==> config.mk <==
export PLATFORM = sky130hd
export DESIGN_NAME = bfpd_div
export DESIGN_NICKNAME = d
export VERILOG_FILES = /design/src/rtl/bfpd_div.sv
export SDC_FILE = /design/constraint.sdc
export NUM_CORES = 1
export LEC_CHECK = 0
export ABC_AREA = 1
export BUFFER_PORTS_ARGS = -buffer_cell sky130_fd_sc_hd__buf_2
export CORE_MARGIN = 2
export CORE_UTILIZATION = 55
export DETAILED_ROUTE_END_ITERATION = 12
export PLACE_DENSITY = 0.8
export SETUP_SLACK_MARGIN = 0.1
export SLEW_MARGIN = 10
export SYNTH_ARGS = -nofsm -noshare
export SYNTH_HDL_FRONTEND = slang
export SYNTH_SLANG_ARGS = --single-unit
==> constraint.sdc <==
create_clock -name clk_i -period 2.43 [get_ports clk_i]
set_input_delay 0.486 -clock clk_i [delete_from_list [all_inputs] [get_ports clk_i]]
set_output_delay 0.486 -clock clk_i [all_outputs]
set_load 0.1 [all_outputs]
==> src/rtl/bfpd_div.sv <==
`default_nettype none

module bfpd_div #(
  parameter int unsigned NUM_W = 32,
  parameter int unsigned DEN_W = 25
) (
  input  wire logic             clk_i,
  input  wire logic             rst_ni,
  input  wire logic             go_i,
  input  wire logic [NUM_W-1:0] num_i,
  input  wire logic [DEN_W-1:0] den_i,
  output logic                  busy_o,
  output logic [NUM_W-1:0]      quot_o,
  output logic [DEN_W-1:0]      rem_o
);

  localparam int unsigned CW = $clog2(NUM_W + 1);

  logic [DEN_W-1:0] rem_q, rem_d;
  logic [NUM_W-1:0] quo_q, quo_d;
  logic [DEN_W-1:0] den_q;
  logic [CW-1:0]    cnt_q;
  logic             busy_q;
  logic [DEN_W:0]   trial;
  logic [DEN_W:0]   diff;
  logic             ge;

  always_comb begin
    trial = {rem_q, quo_q[NUM_W-1]};
    diff  = trial - {1'b0, den_q};
    ge    = trial >= {1'b0, den_q};
    rem_d = ge ? diff[DEN_W-1:0] : trial[DEN_W-1:0];
    quo_d = {quo_q[NUM_W-2:0], ge};
  end

  always_ff @(posedge clk_i or negedge rst_ni) begin
    if (!rst_ni) begin
      busy_q <= 1'b0;
      cnt_q  <= '0;
    end else if (go_i) begin
      busy_q <= 1'b1;
      cnt_q  <= CW'(NUM_W);
    end else if (busy_q) begin
      cnt_q <= cnt_q - CW'(1);
      if (cnt_q == CW'(1)) begin
        busy_q <= 1'b0;
      end
    end
  end

  always_ff @(posedge clk_i) begin
    if (go_i) begin
      rem_q <= '0;
      quo_q <= num_i;
      den_q <= den_i;
    end else if (busy_q) begin
      rem_q <= rem_d;
      quo_q <= quo_d;
    end
  end

  assign busy_o = busy_q;
  assign quot_o = quo_q;
  assign rem_o  = rem_q;

endmodule

`default_nettype wire

# Word-level counts from Yosys, hierarchy flattened
# Cells that the tools add are included.
# Widths: inputs -> output; s select.
# word_totals
regBits	89
input_bits	60
output_inout_bits	58
word_cells	18
# classes
add_sub_neg	2
order_cmp	1
n_eq_ne	1
mux	8
n_reduce_logical	1
# op_table
op	count
$mux 32	2
$ge 26x25->1	1
$mux 25	1
$sub 25x25->25	1
$mux 6	2
$eq 6x1->1 const B	1
$sub 6x1->6 const B	1
$mux 1	3
$reduce_bool 2->1	1

# Longest topological paths before layout
# depth
depth_word	4
ltp_mapped	15
mapped_depth_nobuf	15

# Worst setup path after synthesis
# Ideal clock, no wire load.
# synth_timing
kind	reg-to-reg
startpoint	reg rem_q[11], in the netlist rem_o[11]
endpoint	reg quo_q[0], in the netlist quot_o[0] (data pin)
setup_ns	0.253
t_arrival_ns	2.364
required_ns	2.177
path_slack_ns	-0.187
stages_incl_launch_ff	13
n_path_buf	1
period_less_slack_ns	2.617
path_cell_list	dfxtp_1 ha_1 nand2_2 inv_1 nand2_1 nand2_1 nand2_1 nand2_1 a21oi_4 nand3_4 buf_6 nand2_1 nand2_1
# synth_via
elab_chain_cells	3
# synth_rtl
item	line	source
start: declaration	19	logic [DEN_W-1:0] rem_q, rem_d;
start signal: assignment	57	rem_q <= rem_d;
$ge 26x25->1	31	ge = trial >= {1'b0, den_q};
$mux 32	56	end else if (busy_q) begin
$mux 32	52	if (go_i) begin
end signal: assignment	54	quo_q <= num_i;
end signal: assignment	58	quo_q <= quo_d;
end: declaration	20	logic [NUM_W-1:0] quo_q, quo_d;
# Every way passes these cells. The select of a mux whose other input is x is not followed.
# A chain may end at the register's enable or synchronous reset.

# Final worst setup path
# layout_timing
startpoint	reg quo_q[31], in the netlist quot_o[31]
endpoint	reg quo_q[0], in the netlist quot_o[0] (data pin)
# layout_via
elab_chain_cells	3
# layout_rtl
item	line
$ge 26x25->1	31
$mux 32	56
$mux 32	52
# Every way passes these cells. The select of a mux whose other input is x is not followed.

==> impl_metrics.yaml <==
clock_tree:
  clk-insertion-delay-late_ns: 0.38
  clkSinkCount: 89
  tritoncts: "done"
  cts.path.max_buffers: 2
  clkSlewWorstSetupHoldPaths_ns: 0.10
  cts.htree.levels: 3
  root_buffer: "clkbuf_8"
  numCtsBuffers: 9
floorplanning:
  die_area_sq_um: 11220
  io-pin-count: 118
  die_width_microns: 105.9
  core_area_sq_um: 10180
  die_y_microns: 105.9
  floorplan.initialDensity_pct: 56.08
  placement_rows: 37
timing:
  report.final.slew_viol_count: 0
  setup_viol: 0
  rsz_0062_raised_after_global_routing: "false"
  final_period_minus_worst_setup_slack_ns: 2.222
  timing.setup.tns_ns: 0
  timing.clock.skew_ns: 0.01600
  postLayoutSetupSlackWorst_ns: 0.2082
  timing.fmax_ghz: 0.4501
  hold_violations: 0
  worst_slew_margin_rel_pct: 53.95
  period_share_pct: 91.43
  worst_pin_slew_ns: 0.6894
grt:
  wire_length_of_the_first_global_routing_pass_microns: 23470
  grt_overflow_total: 0
  grt_antenna_before_repair: 0
  number_of_global_route_vias_before_repair: 5137
  maximum_number_of_pins_on_one_net_before_global_route_repair: 40
  grt.total_usage_pct: 26.11
yosys:
  syn_nets: 900
  postSynthCellCount: 812
  synth_top_area_cell: "edfxtp_1"
  yosys.area.top_type_share_pct: 29.97
  post_synth.cell_area_avg_sq_um: 7.034
  synth.top_cells.by_area: "edfxtp_1 30%, nand2_1 24%, inv_1 9.7%"
  synth.ff_latch_count: 89
  syn_area_sq_um: 5712
  ys_seq_area_share_pct: 41.80
  synth-warning-count: 0
  synth_cell_type_count: 33
cells_and_area:
  final_design_area_no_fill_sq_um: 6744
  fraction_of_layout_cells_with_a_size_suffix_above_1_pct: 20.26
  count_of_inserted_antenna_diode_cells: 0
  final_net_count: 1021
  filler_cell_count: 938
  area_delta_synth_final_pct: 18.07
  layout_commonest_cell: "nand2_1"
  area.sequential_sq_um: 2416
  multi_input_comb_area_sq_um: 2715
  layoutNonFillerInstCount: 1074
  top_library_cells_by_usage_in_the_layout_fill_and_taps_aside: "358 x nand2_1, 145 x inv_1, 117 x buf_2"
drt:
  ant_nets: 0
  drt-pass1-iter-count: 5
  vias_per_cell: 5.012
  routed_wl_per_cell_microns: 12.99
  initialDrtViolationCount: 377
  drc: 0
  routed-via-count: 5383
  totalWireLength_microns: 13950
power_and_ir_drop:
  flop_pwr_share_pct: 28.6
  switching_share_pct: 53.62
  irDropWorstVdd_v: 0.0006953
  leakage_component_of_the_power_uw: 0.003790
  power_frac_comb_pct: 57.3
  internal_power_uw: 3474
  power.switching_uw: 4015
  cellPowerDensity_nw_per_um2: 1110
  power_frac_clock_pct: 14.1
setup_path:
  crit_chain: "inv_1, ha_1, inv_2, fa_2, nand3_2, nand3_4, nand2_4, nand3_4, nand2_1, nand2_1"
  max_fo_critical_path: 16
  cpMaxStageDelayCell: "edfxtp_1"
  worstPathArrival_ns: 2.36
  biggest_cell_delay_along_the_critical_path_ns: 0.40
  critical_path_required_ns: 2.56
  category_of_the_worst_setup_path_launch_point: "flip-flop"
  startpoint_to_endpoint_class_of_the_critical_path: "flip-flop to flip-flop"
  critPathCaptureType: "flip-flop"
place:
  io_buffer_count: 117
  globalplace.congestion: 0.9172
  detailed_place_hpwl_microns: 10220
  dpl-instance-area_sq_um: 6499
  dp_worst_setup_slack_ns: 0.1848
  place.detailed.instances: 1055
job:
  maxCapViolations: 0
run_status:
  status: "complete, no violations"
worst_hold_path:
  path_class_of_the_lowest_slack_min_delay_path: "input pin to flip-flop"
metrics by stage:
stage	total power (uW)	utilization, %	hold slack (ns)
global route	8019	66.22	0.2581
CTS	7424	65.88	0.2583
floorplan	5634	-	0.1904
detailed placement	6362	63.81	0.3271
finish	7489	66.22	0.2762
global placement	6327	63.81	0.3302
per-layer routing:
metal  track usage [%]  vias to the layer above  routed length, microns
met4             9.023                        0                     286
met2             43.13                      208                    6411
met5                 0                        -                       0
met1             33.35                     2382                    6093
met3             6.806                       25                    1154
li1                  -                     2768                       -
final cells by class:
class                           count  area share, %
Clock buffer                        9          1.837
Clock inverter                      7          1.150
Inverter                          152          8.516
Multi-Input combinational cell    554          40.26
Sequential cell                    89          35.83
Tap cell                          136          2.523
Timing Repair Buffer              127          9.889
Yosys cell counts:
library cell	instances
nand2_2	3
a41oi_1	1
nand3_1	43
buf_2	6
nand3_4	2
nor3_2	1
or2_1	1
fa_1	1
ha_1	27
and2_1	2
o22ai_1	1
o21ai_0	4
buf_6	2
a21oi_1	15
a21oi_4	1
dfxtp_1	25
o21a_1	1
nand2_1	359
clkbuf_1	11
nor4_1	2
nor3_1	2
inv_1	147
xnor2_1	9
nand3b_1	5
edfxtp_1	57
inv_2	3
dfrtp_1	7
xor2_1	2
nand4_1	33
nand3_2	1
clkinv_1	2
nor2_2	6
nor2_1	30
power groups by stage:
stage | Sequential, uW | Clock, uW | Combinational [uW]
after floorplan | 3640 | 0 | 2000
after detailed placement | 2170 | 0 | 4190
final | 2140 | 1060 | 4290
after global routing | 2180 | 1140 | 4700
after CTS | 2140 | 1080 | 4200
after global placement | 2170 | 0 | 4160
state kept, by name (all words and copies together) (netlist names):
name and flops:
busy_o 1, cnt_q 6, den_q 25, quot_o 32, rem_o 25
worst max-delay path: cells and delay by family, from the launching register on:
kind,cells,cell delay [ns]
buffers and inverters,2,0.15
adders and majority gates,2,0.55
and+or+nand+nor,6,0.86
DFF,1,0.40
worst paths after layout:
| path | start | endpoint | slack, ns | cells after the start |
|---|---|---|---|---|
| max | quot_o[31] | quot_o[0] | 0.21 | 10 |
| min | den_i[20] | den_q[20] | 0.28 | 1 |
| max reg2reg | quot_o[31] | quot_o[0] | 0.21 | 10 |
| min reg2reg | rem_o[5] | rem_o[5] | 0.47 | 2 |
| max in group asynchronous | rst_ni | busy_o | 1.80 | 2 |
| min in group asynchronous | rst_ni | cnt_q[5] | 0.47 | 2 |
logic make-up (layout without fill, tap and decap cells):
group | after synthesis | after routing | synth area share [%]
AO/OA/AOI/OAI | 23 | 23 | 2.344
adder cells (fa/ha/maj) | 28 | 28 | 6.265
AND/OR/NAND/NOR | 490 | 492 | 36.28
flip-flops | 89 | 89 | 41.80
XOR/XNOR | 11 | 11 | 1.687
buffers and inverters | 171 | 295 | 11.63
timing repair:
action | 4_1_cts | 5_1_grt
resized for setup | 0 | 3
hold buffers | 1 | 0
setup buffers | 0 | 0
hold endpoints to repair | 7 | 0
setup endpoints to repair | 0 | 26
(Power assumes the default switching activity.)
